### config.mk
export PLATFORM = sky130hd
export DESIGN_NAME = inode_block_map_walker
export DESIGN_NICKNAME = d
export VERILOG_FILES = /design/src/rtl/ibmw_pkg.sv /design/src/rtl/inode_block_map_walker.sv /design/src/rtl/ibmw_csr.sv /design/src/rtl/ibmw_slots.sv /design/src/rtl/ibmw_walk.sv
export VERILOG_INCLUDE_DIRS = /design/src /design/src/rtl
export SDC_FILE = /design/constraint.sdc
export NUM_CORES = 2
export LEC_CHECK = 0
export BUFFER_PORTS_ARGS = -buffer_cell sky130_fd_sc_hd__buf_2
export CAP_MARGIN = 5
export CORE_AREA = 2 2 268 270
export DETAILED_ROUTE_END_ITERATION = 16
export DIE_AREA = 0 0 270 272
export HOLD_SLACK_MARGIN = 0.03
export PLACE_DENSITY = 0.83
export SYNTH_ARGS = -nofsm -noshare
export SYNTH_HDL_FRONTEND = slang
export SYNTH_HIERARCHICAL = 1
export SYNTH_SLANG_ARGS = --single-unit
### constraint.sdc
create_clock -name clock -period 10.6 [get_ports clock]
set_input_delay 3.18 -clock clock [delete_from_list [all_inputs] [get_ports clock]]
set_output_delay 3.18 -clock clock [all_outputs]
set_load 0.05 [all_outputs]
### src/rtl/inode_block_map_walker_defines.svh
// ----------------------------------------------------------------------------
// Inode block map walker assertion macros
// Shared concurrent assertion forms for the walker RTL.
// ----------------------------------------------------------------------------
`ifndef INODE_BLOCK_MAP_WALKER_DEFINES_SVH
`define INODE_BLOCK_MAP_WALKER_DEFINES_SVH

// same-cycle implication
`define IBMW_ASSERT_IMP(label, clk, rst, ante, cons, msg) \
   label: assert property (@(posedge clk) disable iff (rst) (ante) |-> (cons)) \
      else $error(msg);

// next-cycle implication
`define IBMW_ASSERT_NXT(label, clk, rst, ante, cons, msg) \
   label: assert property (@(posedge clk) disable iff (rst) (ante) |=> (cons)) \
      else $error(msg);

`endif

### src/rtl/ibmw_pkg.sv
// ----------------------------------------------------------------------------
// Inode block map walker package
// Shared types, codes and the level boundary table.
// ----------------------------------------------------------------------------
`default_nettype none

package ibmw_pkg;

   localparam int DIRECT_COUNT = 12;
   localparam int SLOT_COUNT   = 15;
   localparam int SLOT_W       = 4;
   localparam int WORD_W       = 32;
   localparam int LB_W         = 44;
   localparam int IDX_W        = 14;
   localparam int OFS_W        = 28;
   localparam int LVL_W        = 2;
   localparam int EXP_W        = 3;
   localparam int SH_W         = 5;

   localparam logic [SLOT_W-1:0] SLOT_SINGLE = 4'd12;
   localparam logic [SLOT_W-1:0] SLOT_DOUBLE = 4'd13;
   localparam logic [SLOT_W-1:0] SLOT_TRIPLE = 4'd14;
   localparam logic [EXP_W-1:0]  MAX_EXP     = 3'd6;

   typedef enum logic [1:0] {
      ACT_LOAD      = 2'd0,
      ACT_TRANSLATE = 2'd1,
      ACT_RESPONSE  = 2'd2
   } action_type;

   typedef enum logic [1:0] {
      KIND_REQ  = 2'd0,
      KIND_DONE = 2'd1,
      KIND_ERR  = 2'd2
   } kind_type;

   typedef enum logic {
      CSR_BLOCK_SIZE_EXP = 1'b0,
      CSR_BLOCK_LIMIT    = 1'b1
   } csr_index_type;

   typedef struct packed {
      logic [EXP_W-1:0]  block_size_exp;
      logic [WORD_W-1:0] block_limit;
   } cfg_type;

   typedef struct packed {
      logic [1:0]        action;
      logic [SLOT_W-1:0] slot;
      logic [WORD_W-1:0] word;
      logic [LB_W-1:0]   file_block;
   } item_type;

   typedef struct packed {
      logic              valid;
      kind_type          kind;
      logic [WORD_W-1:0] ptr_block;
      logic [IDX_W-1:0]  entry_index;
      logic [WORD_W-1:0] phys_block;
   } result_type;

   typedef struct packed {
      logic              en;
      logic [SLOT_W-1:0] idx;
      logic [WORD_W-1:0] data;
   } slot_wr_type;

   typedef struct packed {
      logic [WORD_W-1:0] direct;
      logic [WORD_W-1:0] ptr_single;
      logic [WORD_W-1:0] ptr_dbl;
      logic [WORD_W-1:0] ptr_tri;
   } slot_view_type;

   typedef struct packed {
      logic [LB_W-1:0] single_end;
      logic [LB_W-1:0] double_end;
      logic [LB_W-1:0] triple_end;
   } bounds_type;

   // first logical block past each indirect range for a given exponent
   function automatic bounds_type level_bounds(input logic [EXP_W-1:0] e);
      bounds_type      b;
      logic [LB_W-1:0] span1;
      logic [LB_W-1:0] span2;
      logic [LB_W-1:0] span3;
      span1 = LB_W'(1) << (8 + 32'(e));
      span2 = LB_W'(1) << (16 + 2 * 32'(e));
      span3 = LB_W'(1) << (24 + 3 * 32'(e));
      b.single_end = LB_W'(DIRECT_COUNT) + span1;
      b.double_end = b.single_end + span2;
      b.triple_end = b.double_end + span3;
      return b;
   endfunction

endpackage

`default_nettype wire

### src/rtl/inode_block_map_walker.sv
// ----------------------------------------------------------------------------
// Inode block map walker
// Maps logical file blocks to physical blocks through an inode's direct and
// indirect block pointers.
// ----------------------------------------------------------------------------
// One transaction is taken every cycle while the result side does not stall.
// A result, if any, is decoded from the input register by the single decode
// stage and registered in the result register; a stalled result holds the
// input register and so the input. A translation of a block in an indirect
// range issues one read request result per pointer level (up to three);
// each memory word must be returned as a response transaction, and the walk
// ignores loads and translations until it ends with a done or error result.
// Physical block 0 on a done result marks a hole.
`default_nettype none

module inode_block_map_walker (
   input  logic                         clock,
   input  logic                         reset,
   input  logic                         req_valid,
   output logic                         req_stall,
   input  logic [1:0]                   req_action,
   input  logic [ibmw_pkg::SLOT_W-1:0]  req_slot,
   input  logic [ibmw_pkg::WORD_W-1:0]  req_word,
   input  logic [ibmw_pkg::LB_W-1:0]    req_file_block,
   output logic                         rsp_valid,
   input  logic                         rsp_stall,
   output logic [1:0]                   rsp_kind,
   output logic [ibmw_pkg::WORD_W-1:0]  rsp_ptr_block,
   output logic [ibmw_pkg::IDX_W-1:0]   rsp_entry_index,
   output logic [ibmw_pkg::WORD_W-1:0]  rsp_phys_block,
   input  logic                         csr_valid,
   output logic                         csr_ready,
   input  logic                         csr_index,
   input  logic [ibmw_pkg::WORD_W-1:0]  csr_data
);
   import ibmw_pkg::*;

   logic          in_valid_ff;
   logic          in_valid_in;
   item_type      item_ff;
   logic          accept;
   logic          adv;
   logic          fire;
   cfg_type       cfg;
   slot_view_type view;
   slot_wr_type   slot_wr;
   result_type    res;
   logic          rsp_valid_ff;
   logic          rsp_valid_in;
   result_type    rsp_ff;

   assign adv       = !rsp_valid_ff || !rsp_stall;
   assign fire      = in_valid_ff && adv;
   assign req_stall = in_valid_ff && !adv;
   assign accept    = req_valid && !req_stall;

   assign in_valid_in  = accept || (in_valid_ff && !adv);
   assign rsp_valid_in = adv ? (fire && res.valid) : rsp_valid_ff;

   always_ff @(posedge clock) begin
      if (reset) begin
         in_valid_ff  <= 1'b0;
         rsp_valid_ff <= 1'b0;
      end else begin
         in_valid_ff  <= in_valid_in;
         rsp_valid_ff <= rsp_valid_in;
      end
   end

   always_ff @(posedge clock) begin
      if (accept) begin
         item_ff.action     <= req_action;
         item_ff.slot       <= req_slot;
         item_ff.word       <= req_word;
         item_ff.file_block <= req_file_block;
      end
      if (fire && res.valid) begin
         rsp_ff <= res;
      end
   end

   ibmw_csr u_csr (
      .clock     (clock),
      .reset     (reset),
      .csr_valid (csr_valid),
      .csr_ready (csr_ready),
      .csr_index (csr_index),
      .csr_data  (csr_data),
      .cfg       (cfg)
   );

   ibmw_slots u_slots (
      .clock  (clock),
      .reset  (reset),
      .wr     (slot_wr),
      .rd_idx (item_ff.file_block[SLOT_W-1:0]),
      .view   (view)
   );

   ibmw_walk u_walk (
      .clock   (clock),
      .reset   (reset),
      .fire    (fire),
      .item    (item_ff),
      .cfg     (cfg),
      .view    (view),
      .slot_wr (slot_wr),
      .res     (res)
   );

   assign rsp_valid       = rsp_valid_ff;
   assign rsp_kind        = rsp_ff.kind;
   assign rsp_ptr_block   = rsp_ff.ptr_block;
   assign rsp_entry_index = rsp_ff.entry_index;
   assign rsp_phys_block  = rsp_ff.phys_block;

endmodule

`default_nettype wire

### src/rtl/ibmw_csr.sv
// ----------------------------------------------------------------------------
// Inode block map walker configuration registers
// Block size exponent and volume block limit.
// ----------------------------------------------------------------------------
`default_nettype none

module ibmw_csr (
   input  logic                       clock,
   input  logic                       reset,
   input  logic                       csr_valid,
   output logic                       csr_ready,
   input  logic                       csr_index,
   input  logic [ibmw_pkg::WORD_W-1:0] csr_data,
   output ibmw_pkg::cfg_type          cfg
);
   import ibmw_pkg::*;

   logic [EXP_W-1:0]  exp_ff;
   logic [EXP_W-1:0]  exp_in;
   logic [WORD_W-1:0] limit_ff;
   logic [WORD_W-1:0] limit_in;
   logic              wr;

   assign csr_ready = 1'b1;
   assign wr        = csr_valid & csr_ready;

   always_comb begin
      exp_in   = exp_ff;
      limit_in = limit_ff;
      if (wr) begin
         case (csr_index)
            CSR_BLOCK_SIZE_EXP: exp_in   = csr_data[EXP_W-1:0];
            CSR_BLOCK_LIMIT:    limit_in = csr_data;
            default: ;
         endcase
      end
   end

   always_ff @(posedge clock) begin
      if (reset) begin
         exp_ff   <= '0;
         limit_ff <= WORD_W'(1);
      end else begin
         exp_ff   <= exp_in;
         limit_ff <= limit_in;
      end
   end

   assign cfg.block_size_exp = exp_ff;
   assign cfg.block_limit    = limit_ff;

endmodule

`default_nettype wire

### src/rtl/ibmw_slots.sv
// ----------------------------------------------------------------------------
// Inode block map walker pointer slots
// The inode's fifteen block pointers: twelve direct, then single, double and
// triple indirect.
// ----------------------------------------------------------------------------
`default_nettype none

module ibmw_slots (
   input  logic                        clock,
   input  logic                        reset,
   input  ibmw_pkg::slot_wr_type       wr,
   input  logic [ibmw_pkg::SLOT_W-1:0] rd_idx,
   output ibmw_pkg::slot_view_type     view
);
   import ibmw_pkg::*;

   logic [WORD_W-1:0] slots_ff [SLOT_COUNT];

   always_ff @(posedge clock) begin
      if (reset) begin
         for (int i = 0; i < SLOT_COUNT; i++) begin
            slots_ff[i] <= '0;
         end
      end else if (wr.en) begin
         slots_ff[wr.idx] <= wr.data;
      end
   end

   assign view.direct     = slots_ff[rd_idx];
   assign view.ptr_single = slots_ff[SLOT_SINGLE];
   assign view.ptr_dbl    = slots_ff[SLOT_DOUBLE];
   assign view.ptr_tri    = slots_ff[SLOT_TRIPLE];

endmodule

`default_nettype wire

### src/rtl/ibmw_walk.sv
// ----------------------------------------------------------------------------
// Inode block map walker translation logic
// Decodes one transaction against the walk state and forms its result.
// ----------------------------------------------------------------------------
`default_nettype none
`include "inode_block_map_walker_defines.svh"

module ibmw_walk (
   input  logic                    clock,
   input  logic                    reset,
   input  logic                    fire,
   input  ibmw_pkg::item_type      item,
   input  ibmw_pkg::cfg_type       cfg,
   input  ibmw_pkg::slot_view_type view,
   output ibmw_pkg::slot_wr_type   slot_wr,
   output ibmw_pkg::result_type    res
);
   import ibmw_pkg::*;

   logic              busy_ff;
   logic              busy_in;
   logic [LVL_W-1:0]  levels_ff;
   logic [LVL_W-1:0]  levels_in;
   logic [OFS_W-1:0]  rem_ff;
   logic [OFS_W-1:0]  rem_in;

   logic [EXP_W-1:0]  eff;
   logic [SH_W-1:0]   sh1;
   logic [SH_W-1:0]   sh2;
   logic [OFS_W-1:0]  per_mask;
   logic [OFS_W-1:0]  dbl_mask;
   bounds_type        bounds;
   logic [LB_W-1:0]   off1;
   logic [LB_W-1:0]   off2;
   logic [LB_W-1:0]   off3;
   logic              issue;
   logic [WORD_W-1:0] issue_ptr;
   logic [IDX_W-1:0]  issue_idx;

   always_comb begin
      eff      = (cfg.block_size_exp > MAX_EXP) ? MAX_EXP : cfg.block_size_exp;
      sh1      = SH_W'(8) + SH_W'(eff);
      sh2      = SH_W'(16) + {1'b0, eff, 1'b0};
      per_mask = (OFS_W'(1) << sh1) - OFS_W'(1);
      dbl_mask = (OFS_W'(1) << sh2) - OFS_W'(1);
      bounds   = level_bounds(eff);
      off1     = item.file_block - LB_W'(DIRECT_COUNT);
      off2     = item.file_block - bounds.single_end;
      off3     = item.file_block - bounds.double_end;

      busy_in   = busy_ff;
      levels_in = levels_ff;
      rem_in    = rem_ff;
      slot_wr   = '0;
      res       = '0;
      issue     = 1'b0;
      issue_ptr = '0;
      issue_idx = '0;

      case (item.action)
         ACT_LOAD: begin
            if (fire && !busy_ff && (item.slot < SLOT_W'(SLOT_COUNT))) begin
               slot_wr.en   = 1'b1;
               slot_wr.idx  = item.slot;
               slot_wr.data = item.word;
            end
         end
         ACT_TRANSLATE: begin
            if (fire && !busy_ff) begin
               if (item.file_block < LB_W'(DIRECT_COUNT)) begin
                  res.valid = 1'b1;
                  if (view.direct >= cfg.block_limit) begin
                     res.kind = KIND_ERR;
                  end else begin
                     res.kind       = KIND_DONE;
                     res.phys_block = view.direct;
                  end
               end else if (item.file_block < bounds.single_end) begin
                  levels_in = '0;
                  rem_in    = '0;
                  issue     = 1'b1;
                  issue_ptr = view.ptr_single;
                  issue_idx = off1[IDX_W-1:0];
               end else if (item.file_block < bounds.double_end) begin
                  levels_in = LVL_W'(1);
                  rem_in    = off2[OFS_W-1:0] & per_mask;
                  issue     = 1'b1;
                  issue_ptr = view.ptr_dbl;
                  issue_idx = IDX_W'(off2[OFS_W-1:0] >> sh1);
               end else if (item.file_block < bounds.triple_end) begin
                  levels_in = LVL_W'(2);
                  rem_in    = off3[OFS_W-1:0] & dbl_mask;
                  issue     = 1'b1;
                  issue_ptr = view.ptr_tri;
                  issue_idx = IDX_W'(off3[LB_W-3:0] >> sh2);
               end else begin
                  res.valid = 1'b1;
                  res.kind  = KIND_ERR;
               end
            end
         end
         ACT_RESPONSE: begin
            if (fire && busy_ff) begin
               if (item.word >= cfg.block_limit) begin
                  res.valid = 1'b1;
                  res.kind  = KIND_ERR;
                  busy_in   = 1'b0;
                  levels_in = '0;
                  rem_in    = '0;
               end else if (levels_ff == '0) begin
                  res.valid      = 1'b1;
                  res.kind       = KIND_DONE;
                  res.phys_block = item.word;
                  busy_in        = 1'b0;
                  rem_in         = '0;
               end else if (levels_ff >= LVL_W'(2)) begin
                  levels_in = LVL_W'(1);
                  rem_in    = rem_ff & per_mask;
                  issue     = 1'b1;
                  issue_ptr = item.word;
                  issue_idx = IDX_W'(rem_ff >> sh1);
               end else begin
                  levels_in = '0;
                  rem_in    = '0;
                  issue     = 1'b1;
                  issue_ptr = item.word;
                  issue_idx = rem_ff[IDX_W-1:0];
               end
            end
         end
         default: ;
      endcase

      // pointer read: a zero pointer is a hole, an out-of-range one an error
      if (issue) begin
         res.valid = 1'b1;
         if (issue_ptr == '0) begin
            res.kind  = KIND_DONE;
            busy_in   = 1'b0;
            levels_in = '0;
            rem_in    = '0;
         end else if (issue_ptr >= cfg.block_limit) begin
            res.kind  = KIND_ERR;
            busy_in   = 1'b0;
            levels_in = '0;
            rem_in    = '0;
         end else begin
            res.kind        = KIND_REQ;
            res.ptr_block   = issue_ptr;
            res.entry_index = issue_idx;
            busy_in         = 1'b1;
         end
      end
   end

   always_ff @(posedge clock) begin
      if (reset) begin
         busy_ff   <= 1'b0;
         levels_ff <= '0;
         rem_ff    <= '0;
      end else begin
         busy_ff   <= busy_in;
         levels_ff <= levels_in;
         rem_ff    <= rem_in;
      end
   end

   `IBMW_ASSERT_NXT(a_req_leaves_busy, clock, reset,
      res.valid && (res.kind == KIND_REQ), busy_ff, "read request without busy walk")
   `IBMW_ASSERT_NXT(a_end_leaves_idle, clock, reset,
      res.valid && ((res.kind == KIND_DONE) || (res.kind == KIND_ERR)), !busy_ff,
      "walk still busy after final result")
   `IBMW_ASSERT_IMP(a_last_level_no_rem, clock, reset,
      busy_ff && (levels_ff == '0), rem_ff == '0, "offset left on last level")
   `IBMW_ASSERT_IMP(a_no_load_in_walk, clock, reset,
      slot_wr.en, !busy_ff && !res.valid, "slot load during walk")

endmodule

`default_nettype wire

==> results.json <==
{
  "via_count": 32460,
  "hold_violations": 0,
  "final_common_cell": "sky130_fd_sc_hd__edfxtp_1",
  "first_pass_grt_wire_length_mm": 199.1,
  "bufs_on_longest_clock_path": 3,
  "flow.area_growth_from_synthesis_pct": 9.823,
  "synthesis.area_sq_um": 42000,
  "setup_repair_after_global_routing_missed_its_margin": "no",
  "final.fill_count": 5051,
  "post-dp-hpwl_mm": 90.18,
  "synth_cell_type_count": 107,
  "result_of_the_run": "finished, final reports clean",
  "grt_max_degree": 94,
  "post_cts_buffers": 0,
  "timing.setup.tns_ns": 0,
  "tritoncts": "built",
  "crit_end_category": "flip-flop",
  "final_cells": 4644,
  "timing.final.setup_violations": 0,
  "cts-hold-fix-buffers": 0,
  "number_of_vias_per_cell": 6.990,
  "dp.cells": 4503,
  "clock-root-buffer": "sky130_fd_sc_hd__clkbuf_16",
  "die_height_microns": 272,
  "required_ns": 10.92,
  "ys_seq_area_share_pct": 51.43,
  "commonest_non_fill_non_tap_cells_in_the_layout": "sky130_fd_sc_hd__edfxtp_1 (674), sky130_fd_sc_hd__and2_1 (530), sky130_fd_sc_hd__nand2_1 (254)",
  "place_congestion": 1.041,
  "power.static_leakage_nw": 17.09,
  "chipWidth_microns": 270,
  "vdd_drop_max_mv": 0.1432,
  "cpMaxStageDelayCell": "sky130_fd_sc_hd__a31o_2",
  "worstPathArrival_ns": 9.04,
  "clk_pin_slew_ns": 0.06,
  "tritoncts.num_buffers": 78,
  "worstMarginPinSlew_ns": 1.223,
  "cts_max_level": 3,
  "ys.warnings.count": 6,
  "total_congestion_overflow_after_global_routing": 0,
  "wire_per_inst_microns": 29.12,
  "post_synth_inst_count": 3558,
  "synth_async_sr_flop_share_pct": 0,
  "die_area_sq_um": 73440,
  "worstPathMaxFanout": 46,
  "slew-limit-headroom_pct": 18.45,
  "timing_max_transition_violations_final": 0,
  "synthesis.area_per_instance_sq_um": 11.80,
  "timing_worst_setup_path_type": "reg2reg",
  "cts.sinks": 742,
  "drv.max_cap_violation_count": 0,
  "antenna_found_initial": 3,
  "rows": 98,
  "drive_above_1_share_pct": 18.34,
  "clock.fmax_mhz": 114.7,
  "cts_resized": 0,
  "fin_crit_sh_pct": 82.27,
  "nNetsFinal": 3913,
  "drt_iter0_drc": 5812,
  "floorplan.core_area_sq_um": 70750,
  "number_of_global_route_vias_before_repair": 30600,
  "drt-total-wl_mm": 135.2,
  "synth_fp_nets": 3838,
  "power.density_cell_area_nw_per_um2": 152.8,
  "start_util_pct": 59.36,
  "min_path_type": "reg2reg",
  "postRouteAntennaNets": 0,
  "cp_slowest_stage_delay_ns": 0.92,
  "ys_dominant_reg_cell": "sky130_fd_sc_hd__edfxtp_1",
  "num_io_pins": 203,
  "post-route-drc-count": 0,
  "port-buffer-count": 201,
  "drt_first_pass_iters": 8,
  "clock_latency_late_sink_ns": 0.67,
  "number_of_enable_flip_flop_cells_after_synthesis": 674,
  "grt_use_total_pct": 36.18,
  "ys_ff_latch": 742,
  "worstSetupStartpointType": "flip-flop",
  "fin_clk_skew_ns": 0.04614,
  "post-route-min-period_ns": 8.721
}
## flip-flops by register name, summed over array words and instances, names as in the netlist
signal	flops
u_walk/levels_ff	2
rsp_valid	1
in_valid_ff	1
u_csr/exp_ff	3
rsp_ptr_block	32
rsp_kind	2
u_walk/rem_ff	28
u_slots/slots_ff	512
rsp_phys_block	32
u_walk/busy_ff	1
item_ff	82
rsp_entry_index	14
u_csr/limit_ff	32
## cell type report
class	count	area (sq um)	share of cell area, %
tap	950	1189	2.577
sequential	742	21600	46.83
inverter	69	259.0	0.5616
clock inverter	38	369.1	0.8003
antenna	3	7.507	0.01628
timing repair buffer	263	1486	3.223
multi-input combinational	2479	19060	41.33
clock buffer	100	2148	4.658
## layer usage
metal | up-vias | track usage [%] | part of all wire (%)
li1 | 13590 | - | -
met1 | 15670 | 50.97 | 36
met2 | 2740 | 53.04 | 43
met3 | 456 | 10.53 | 16
met4 | 2 | 14.56 | 4.5
met5 | - | 0 | 0.0096
## synth_stat cells (all sizes together), types with 14 or more instances
library cell	n	area, sq um
buf	80	516.7
nor2b	20	125.1
dfxtp	68	1361
nor3	55	291.5
a21oi	166	928.4
nor4	33	240.2
nand2b	19	118.9
nand3	94	530.5
a21bo	31	310.3
xnor2	37	324.1
edfxtp	674	20240
o21ai	104	520.5
a21o	39	292.8
mux2i	17	170.2
clkbuf	188	720.7
and3	18	117.6
inv	69	259.0
mux4	144	3243
and2	531	3322
or2	20	125.1
nand2	254	953.4
nor3b	27	202.7
ha	160	2002
a31oi	24	150.1
o211ai	48	360.4
a22oi	118	885.9
nand4	42	269.0
a32oi	14	122.6
a211oi	69	685.7
xor2	22	192.7
nor2	179	696.9
## through the flow
step	cell area (sq um)	setup slack (ns)	hold slack (ns)	power, mW	utilization [%]
global placement	43600	2.322	0.4645	4.325	61.62
detailed placement	43600	2.176	0.4749	4.340	61.62
floorplan	42000	2.175	0.4482	4.004	-
finish	46120	1.879	0.4859	7.046	65.19
CTS	46110	2.137	0.4849	7.006	65.18
global route	46110	1.282	0.5110	7.216	65.18
## critical path, delay by kind of cell (launching register included)
kind	cells	cell delay [ns]
AOI/OAI and AO/OA	9	2.03
and+or+nand+nor	17	3.01
buffers and inverters	4	1.14
DFF	1	0.31
adders and majority gates	6	1.83
## cell families (layout without fill, tap and decap cells)
family                   count (synthesis)  in the layout  share of synthesized area [%]
adder cells (fa/ha/maj)                161            161                          4.791
flip-flops                             742            742                          51.43
XOR/XNOR                                59             59                          1.230
multiplexers                           168            168                          8.315
AO/OA/AOI/OAI                          756            756                          13.10
buffers and inverters                  337            470                          3.563
AND/OR/NAND/NOR                       1334           1334                          17.56
other                                    1              4                       0.008929
## power breakdown
part / total [mW] / internal [mW] / switching, mW
registers: 3.38 / 3.28 / 0.105
logic: 0.955 / 0.325 / 0.630
clock network: 2.71 / 1.50 / 1.21
## worst paths after layout
check | startpoint | end | slack, ns | cells past startpoint
setup / recovery | u_csr/exp_ff[1] | rsp_entry_index[0] | 1.88 | 36
hold / removal | u_csr/limit_ff[1] | u_csr/limit_ff[1] | 0.49 | 2
setup reg to reg | u_csr/exp_ff[1] | rsp_entry_index[0] | 1.88 | 36
hold reg to reg | u_csr/limit_ff[1] | u_csr/limit_ff[1] | 0.49 | 2
Note: power is estimated with default switching activity, not from simulation.
